--- config.mk ---
export PLATFORM = sky130hd
export DESIGN_NAME = servo_bus_packet_parser
export DESIGN_NICKNAME = d
export VERILOG_FILES = /design/src/sv/sbpp_pkg.sv /design/src/sv/sbpp_in_stage.sv /design/src/sv/sbpp_parser.sv /design/src/sv/sbpp_out_stage.sv /design/src/sv/servo_bus_packet_parser.sv
export VERILOG_INCLUDE_DIRS = /design/src /design/src/sv
export SDC_FILE = /design/constraint.sdc
export NUM_CORES = 1
export LEC_CHECK = 0
export ABC_AREA = 1
export BUFFER_PORTS_ARGS = -buffer_cell sky130_fd_sc_hd__buf_2
export CAP_MARGIN = 20
export CORE_ASPECT_RATIO = 2
export CORE_MARGIN = 3
export CORE_UTILIZATION = 52
export DETAILED_ROUTE_END_ITERATION = 6
export PLACE_DENSITY = 0.85
export SETUP_SLACK_MARGIN = 0.02
export SLEW_MARGIN = 0
export SYNTH_ARGS = -nofsm -noshare
export SYNTH_HDL_FRONTEND = slang
export SYNTH_SLANG_ARGS = --single-unit
--- constraint.sdc ---
create_clock -name aclk -period 2.4 [get_ports aclk]
set_input_delay 0.12 -clock aclk [delete_from_list [all_inputs] [get_ports aclk]]
set_output_delay 0.12 -clock aclk [all_outputs]
set_load 0.01 [all_outputs]
--- src/sv/servo_bus_packet_parser_macros.svh ---
// assertion macros for the servo bus packet parser
`ifndef SERVO_BUS_PACKET_PARSER_MACROS_SVH
`define SERVO_BUS_PACKET_PARSER_MACROS_SVH

`ifndef NO_ASSERTIONS
// checked only out of reset
`define SBPP_ASSERT(lbl, prop) \
    lbl: assert property (@(posedge aclk) disable iff (!aresetn) prop) \
        else $error("sbpp assertion failed");
// checked on every edge, reset included
`define SBPP_ASSERT_ALWAYS(lbl, prop) \
    lbl: assert property (@(posedge aclk) prop) \
        else $error("sbpp assertion failed");
`else
`define SBPP_ASSERT(lbl, prop)
`define SBPP_ASSERT_ALWAYS(lbl, prop)
`endif

`endif

--- src/sv/sbpp_pkg.sv ---
`timescale 1ns / 1ps

package sbpp_pkg;

    localparam int unsigned PARAM_DEPTH = 64;

    localparam logic [7:0] SYNC_BYTE  = 8'hFF;
    localparam logic [7:0] LEN_OFFSET = 8'd2;

    typedef enum logic [2:0] {
        PH_IDLE = 3'd0,
        PH_FF1  = 3'd1,
        PH_FF2  = 3'd2,
        PH_ID   = 3'd3,
        PH_LEN  = 3'd4,
        PH_CMD  = 3'd5
    } phase_t;

    typedef enum logic [1:0] {
        ST_NOT_DONE = 2'd0,
        ST_GOOD     = 2'd1,
        ST_CSUM_ERR = 2'd2,
        ST_OVERFLOW = 2'd3
    } status_t;

    typedef struct packed {
        status_t    status;
        logic [7:0] packet_id;
        logic [7:0] command_code;
        logic [7:0] param_count;
        logic       param_valid;
        logic [7:0] param_index;
        logic [7:0] param_byte;
    } result_t;

    function automatic logic [7:0] param_count_f(input logic [7:0] len);
        return (len >= LEN_OFFSET) ? 8'(len - LEN_OFFSET) : 8'd0;
    endfunction

endpackage

--- src/sv/sbpp_in_stage.sv ---
`timescale 1ns / 1ps

module sbpp_in_stage import sbpp_pkg::*; (
    input  logic       aclk,
    input  logic       aresetn,
    input  logic       s_tvalid,
    output logic       s_tready,
    input  logic [7:0] s_tdata,
    input  logic       advance,
    output logic       byte_valid,
    output logic [7:0] rx_byte
);

    logic       valid_reg;
    logic       valid_next;
    logic [7:0] byte_reg;
    logic [7:0] byte_next;

    assign s_tready   = !valid_reg || advance;
    assign byte_valid = valid_reg;
    assign rx_byte    = byte_reg;

    always_comb begin
        valid_next = valid_reg;
        byte_next  = byte_reg;
        if (s_tready) begin
            valid_next = s_tvalid;
            byte_next  = s_tdata;
        end
    end

    always_ff @(posedge aclk) begin
        if (!aresetn) begin
            valid_reg <= 1'b0;
        end else begin
            valid_reg <= valid_next;
        end
        byte_reg <= byte_next;
    end

endmodule

--- src/sv/sbpp_parser.sv ---
`timescale 1ns / 1ps
`include "servo_bus_packet_parser_macros.svh"

module sbpp_parser import sbpp_pkg::*; (
    input  logic       aclk,
    input  logic       aresetn,
    input  logic       step,
    input  logic [7:0] rx_byte,
    output result_t    result
);

    phase_t     phase_reg,   phase_next;
    logic [7:0] id_reg,      id_next;
    logic [7:0] len_reg,     len_next;
    logic [7:0] cmd_reg,     cmd_next;
    logic [7:0] sum_reg,     sum_next;
    logic [7:0] cnt_reg,     cnt_next;
    logic [7:0] n_params;

    assign n_params = param_count_f(len_reg);

    always_comb begin
        phase_next = phase_reg;
        id_next    = id_reg;
        len_next   = len_reg;
        cmd_next   = cmd_reg;
        sum_next   = sum_reg;
        cnt_next   = cnt_reg;
        result     = '0;

        unique case (phase_reg)
            PH_FF1: begin
                phase_next = (rx_byte == SYNC_BYTE) ? PH_FF2 : PH_IDLE;
            end
            PH_FF2: begin
                if (rx_byte != SYNC_BYTE) begin
                    id_next    = rx_byte;
                    sum_next   = rx_byte;
                    phase_next = PH_ID;
                end
            end
            PH_ID: begin
                len_next   = rx_byte;
                sum_next   = 8'(sum_reg + rx_byte);
                phase_next = PH_LEN;
            end
            PH_LEN: begin
                cmd_next   = rx_byte;
                sum_next   = 8'(sum_reg + rx_byte);
                cnt_next   = '0;
                phase_next = PH_CMD;
            end
            PH_CMD: begin
                if (cnt_reg >= n_params) begin
                    if (~sum_reg == rx_byte) begin
                        result.status = ({24'd0, cnt_reg} <= PARAM_DEPTH) ?
                                        ST_GOOD : ST_OVERFLOW;
                    end else begin
                        result.status = ST_CSUM_ERR;
                    end
                    result.packet_id    = id_reg;
                    result.command_code = cmd_reg;
                    result.param_count  = n_params;
                    phase_next          = PH_IDLE;
                end else begin
                    sum_next = 8'(sum_reg + rx_byte);
                    if ({24'd0, cnt_reg} < PARAM_DEPTH) begin
                        result.param_valid = 1'b1;
                        result.param_index = cnt_reg;
                        result.param_byte  = rx_byte;
                    end
                    cnt_next = 8'(cnt_reg + 8'd1);
                end
            end
            default: begin
                phase_next = (rx_byte == SYNC_BYTE) ? PH_FF1 : PH_IDLE;
            end
        endcase
    end

    always_ff @(posedge aclk) begin
        if (!aresetn) begin
            phase_reg <= PH_IDLE;
            id_reg    <= '0;
            len_reg   <= '0;
            cmd_reg   <= '0;
            sum_reg   <= '0;
            cnt_reg   <= '0;
        end else if (step) begin
            phase_reg <= phase_next;
            id_reg    <= id_next;
            len_reg   <= len_next;
            cmd_reg   <= cmd_next;
            sum_reg   <= sum_next;
            cnt_reg   <= cnt_next;
        end
    end

    `SBPP_ASSERT(a_done_to_idle, step && result.status != ST_NOT_DONE |=> phase_reg == PH_IDLE)
    `SBPP_ASSERT(a_param_not_done, result.param_valid |-> result.status == ST_NOT_DONE)
    `SBPP_ASSERT(a_param_index_range, result.param_valid |-> {24'd0, result.param_index} < PARAM_DEPTH)
    `SBPP_ASSERT(a_quiet_fields, result.status == ST_NOT_DONE |-> result.packet_id == 8'd0 && result.command_code == 8'd0 && result.param_count == 8'd0)
    `SBPP_ASSERT_ALWAYS(a_reset_idle, !aresetn |=> phase_reg == PH_IDLE)

endmodule

--- src/sv/sbpp_out_stage.sv ---
`timescale 1ns / 1ps

module sbpp_out_stage import sbpp_pkg::*; (
    input  logic        aclk,
    input  logic        aresetn,
    input  logic        in_valid,
    input  result_t     result,
    output logic        advance,
    output logic        m_tvalid,
    input  logic        m_tready,
    output logic [39:0] m_tdata,
    output logic [2:0]  m_tuser
);

    logic    valid_reg;
    logic    valid_next;
    result_t res_reg;
    result_t res_next;

    assign advance  = !valid_reg || m_tready;
    assign m_tvalid = valid_reg;
    assign m_tdata  = {res_reg.param_byte, res_reg.param_index, res_reg.param_count,
                       res_reg.command_code, res_reg.packet_id};
    assign m_tuser  = {res_reg.param_valid, res_reg.status};

    always_comb begin
        valid_next = valid_reg;
        res_next   = res_reg;
        if (advance) begin
            valid_next = in_valid;
            res_next   = result;
        end
    end

    always_ff @(posedge aclk) begin
        if (!aresetn) begin
            valid_reg <= 1'b0;
        end else begin
            valid_reg <= valid_next;
        end
        res_reg <= res_next;
    end

endmodule

--- src/sv/servo_bus_packet_parser.sv ---
`timescale 1ns / 1ps
// channel   dir  tdata (low bit up)                                        tuser
// s_        in   rx_byte[7:0]                                              -
// m_        out  packet_id, command_code, param_count, param_index,        status, param_valid
//                param_byte (8 bits each)
// one result per received byte, through the input register and then the result register
// one byte per cycle while m_ is ready; the parse state updates as a byte enters the result register
// synchronous active-low reset returns the parser to header hunt with empty state
// a stall on m_ holds the result register and backs up through the input register

module servo_bus_packet_parser import sbpp_pkg::*; (
    input  logic        aclk,
    input  logic        aresetn,
    input  logic        s_tvalid,
    output logic        s_tready,
    input  logic [7:0]  s_tdata,    // rx_byte
    output logic        m_tvalid,
    input  logic        m_tready,
    output logic [39:0] m_tdata,    // packet_id, command_code, param_count, param_index, param_byte
    output logic [2:0]  m_tuser     // status[1:0], param_valid
);

    logic       advance;
    logic       byte_valid;
    logic [7:0] rx_byte;
    result_t    result;

    sbpp_in_stage u_in_stage (
        .aclk       (aclk),
        .aresetn    (aresetn),
        .s_tvalid   (s_tvalid),
        .s_tready   (s_tready),
        .s_tdata    (s_tdata),
        .advance    (advance),
        .byte_valid (byte_valid),
        .rx_byte    (rx_byte)
    );

    sbpp_parser u_parser (
        .aclk    (aclk),
        .aresetn (aresetn),
        .step    (byte_valid && advance),
        .rx_byte (rx_byte),
        .result  (result)
    );

    sbpp_out_stage u_out_stage (
        .aclk     (aclk),
        .aresetn  (aresetn),
        .in_valid (byte_valid),
        .result   (result),
        .advance  (advance),
        .m_tvalid (m_tvalid),
        .m_tready (m_tready),
        .m_tdata  (m_tdata),
        .m_tuser  (m_tuser)
    );

endmodule
==> impl_metrics.env <==
export IMPL_switching_share_pct=25.8
export IMPL_finalHoldViolations=0
export IMPL_yosysWarningCount=0
export IMPL_worstMarginPinSlew_ns=0.904
export IMPL_synth_top_area_share_pct=33.9
export IMPL_fin_crit_sh_pct=112
export IMPL_crit_path_max_fanout=8
export IMPL_netlist_cell_type_count=36
export IMPL_grt_pass1_wl_microns=17800
export IMPL_std_cell_rows=47
export IMPL_whs_ns=0.0167
export IMPL_fin_nets=646
export IMPL_grt_max_degree=45
export IMPL_end_kind="register"
export IMPL_dieArea_sq_um=9910
export IMPL_nFillCells=609
export IMPL_firstDrtPassIters=5
export IMPL_gp_congestion=0.920
export IMPL_dp_hpwl_microns=7620
export IMPL_n_antenna_cell=0
export IMPL_vias=4058
export IMPL_multiInputGateArea_sq_um=1980
export IMPL_hp_class="input pin to register"
export IMPL_drv_slew=0
export IMPL_dr_first_iter_drc_count=539
export IMPL_ys_seq_area_share_pct=53.8
export IMPL_power_density_nw_per_um2=626
export IMPL_cp_start_kind="register"
export IMPL_timing_slew_headroom_pct=39.5
export IMPL_path_class="register to register"
export IMPL_synth_edf_count=51
export IMPL_comb_power_share_pct=11.9
export IMPL_die_w_microns=71.9
export IMPL_synthArstFlopShare_pct=0
export IMPL_fin_setup_tns_ns=-11.88
export IMPL_fin_skew_ns=0.00826
export IMPL_grtUsageTotal_pct=23.7
export IMPL_post_drt_via_cell_ratio=5.65
export IMPL_max_stage_delay_ns=0.35
export IMPL_clockPowerShare_pct=37.8
export IMPL_port_buffers=56
export IMPL_path_clk_slew_ns=0.07
export IMPL_die_h_microns=138
export IMPL_wire_per_inst_microns=17.1
export IMPL_ys_flop_type="edfxtp_1"
export IMPL_regArea_sq_um=2440
export IMPL_cp_data_required_time_ns=2.59
export IMPL_start_util_pct=54.1
export IMPL_postSynthAreaPerCell_sq_um=8.66
export IMPL_worst_r2r_path_depth=15
export IMPL_critPathTopFamily="simple AND/OR/NAND/NOR gates"
export IMPL_yosysMostFrequentCell="nand2_1"
export IMPL_drc=0
export IMPL_p_sw_mw=0.930
export IMPL_final_antenna_net_count=0
export IMPL_io_pins=57
export IMPL_core_sq_um=8350
export IMPL_power_ir_vdd_worst_mv=0.510
export IMPL_synth_area_sq_um=4520
export IMPL_rsz0062_at_grt="true"
export IMPL_syn_inst=522
export IMPL_largest_reg_flops=40
export IMPL_setup_viol_count_final=60
export IMPL_cp_depth=15
export IMPL_clk_latency_ns=0.35
export IMPL_antenna_found_initial=0
export IMPL_drt_wl_total_microns=12300
export IMPL_root_buffer="clkbuf_16"
export IMPL_syn_to_final_growth_pct=27.7
export IMPL_status="finished, violations left"
export IMPL_seqPwrFrac_pct=50.3
export IMPL_htree_levels=3
export IMPL_cts_tree="built"
export IMPL_fin_crit_ns=2.69
export IMPL_cts_sinks=96
export IMPL_arrival_ns=2.88
export IMPL_grt_pass1_vias=3838
export IMPL_synth_seq_cells=96
export IMPL_grt_overflow_total=0
export IMPL_drive_gt1_share_pct=25.6
export IMPL_path_cells="inv_2, ha_1, inv_1, nor2_2, inv_2, nor2_1, nand3_1, nand3_2, ha_4, a21o_1, nor2_4, buf_4, nand4_4, buf_12, nor2_1"
export IMPL_cts_inserted_buffers=9
export IMPL_crit_slowest_cell="dfxtp_2"
export IMPL_netlist_top_cells_area="edfxtp_1 34%, dfxtp_1 20%, nand2_1 7.1%, nor2_1 6.6%, inv_1 6.1%"
export IMPL_p_leak_nw=2.60
export IMPL_synth_top_cell_by_area="edfxtp_1"
export IMPL_fmax_mhz=371
export IMPL_maxCapViolCount=0
export IMPL_min_path_cells=3
export IMPL_finalWorstSetupSlack_ns=-0.293
export IMPL_max_clock_path_buffers=2
export IMPL_post_place_ws_ns=-0.245
export IMPL_path_buf_inv=5
export IMPL_internal_power_mw=2.68
export IMPL_finalPower_mw=3.61
export IMPL_yosys_top_cells_count="86 x nand2_1, 79 x nor2_1, 73 x inv_1, 51 x edfxtp_1, 45 x dfxtp_1"
export IMPL_violations="setup timing"
==> cells in the final DEF (no fill, tap or decap), types with 3 or more instances in the layout <==
master | Yosys | layout
nand3_2 | 1 | 7
buf_2 | 5 | 56
inv_1 | 73 | 69
clkbuf_16 | 0 | 12
nor2_4 | 2 | 3
nor2_1 | 79 | 73
edfxtp_1 | 51 | 51
buf_4 | 3 | 19
ha_1 | 18 | 14
nand3_1 | 34 | 28
inv_2 | 1 | 4
nand2_2 | 4 | 11
dfxtp_2 | 0 | 3
nand2_4 | 1 | 6
nor2_2 | 2 | 7
nand2_1 | 86 | 74
nand4_4 | 1 | 3
o21ai_0 | 37 | 34
nor3_1 | 6 | 4
dlygate4sd3_1 | 0 | 8
ha_4 | 0 | 4
buf_6 | 0 | 4
a21oi_1 | 43 | 41
nand4_1 | 6 | 6
dfxtp_1 | 45 | 42
==> worst min-delay path: cells and delay by family <==
family | cells | cell delay (ns)
AOI/OAI and AO/OA | 1 | 0.05
buffers and inverters | 2 | 0.14
==> metal layers <==
layer	part of all wire [%]	track usage [%]
met3	6.2	4.53
met4	6.0	15.1
met2	56	45.3
met1	32	22.2
met5	0	0
==> path summary, 6_finish.rpt <==
check                      start                       to  slack [ns]
max          u_parser.len_reg[1]  u_out_stage.m_tdata[35]       -0.29
min                     s_tvalid    u_in_stage.byte_valid        0.02
max reg2reg  u_parser.len_reg[1]  u_out_stage.m_tdata[35]       -0.29
min reg2reg   u_parser.id_reg[7]       u_parser.id_reg[7]        0.46
==> metrics by stage <==
| stage | instances | utilization (%) | instance area (sq um) |
|---|---|---|---|
| CTS | 712 | 66.7 | 5570 |
| finish | 718 | 69.1 | 5770 |
| global route | 718 | 69.1 | 5770 |
| detailed placement | 681 | 60.2 | 5020 |
| floorplan | 523 | - | 4560 |
| global placement | 681 | 60.2 | 5020 |
==> cells by family after synthesis <==
kind of cell,count (synthesis),share of synthesized area [%]
adders and majority gates,19,5.43
xor gates and xnor gates,3,0.582
other,1,0.0830
AOI/OAI and AO/OA,89,10.3
and+or+nand+nor,228,22.2
buffers and inverters,86,7.53
DFF,96,53.8
==> repair_timing <==
item | 4_1_cts | 5_1_grt
pin swaps | 11 | 12
hold endpoints to repair | 8 | 0
cloned | 1 | 3
hold buffers | 8 | 0
setup buffers | 6 | 3
resized for setup | 30 | 27
endpoints found under the setup margin | 60 | 60
==> area by class of cell <==
type | count | area share [%]
clock buffers | 10 | 4.14
clock inverters | 6 | 0.738
inverters | 74 | 4.86
multi-input cells | 342 | 34.4
flip-flops and latches | 96 | 42.2
well taps | 98 | 2.13
repair buffers | 92 | 11.5
==> power by group through the flow <==
stage	Combinational, mW	Clock [mW]	Sequential, mW
floorplan	0.210	0	1.86
global placement	0.321	0	1.85
detailed placement	0.332	0	1.85
CTS	0.382	1.36	1.82
global route	0.471	1.44	1.82
finish	0.429	1.37	1.82
Power figures use the tool's default switching activity.
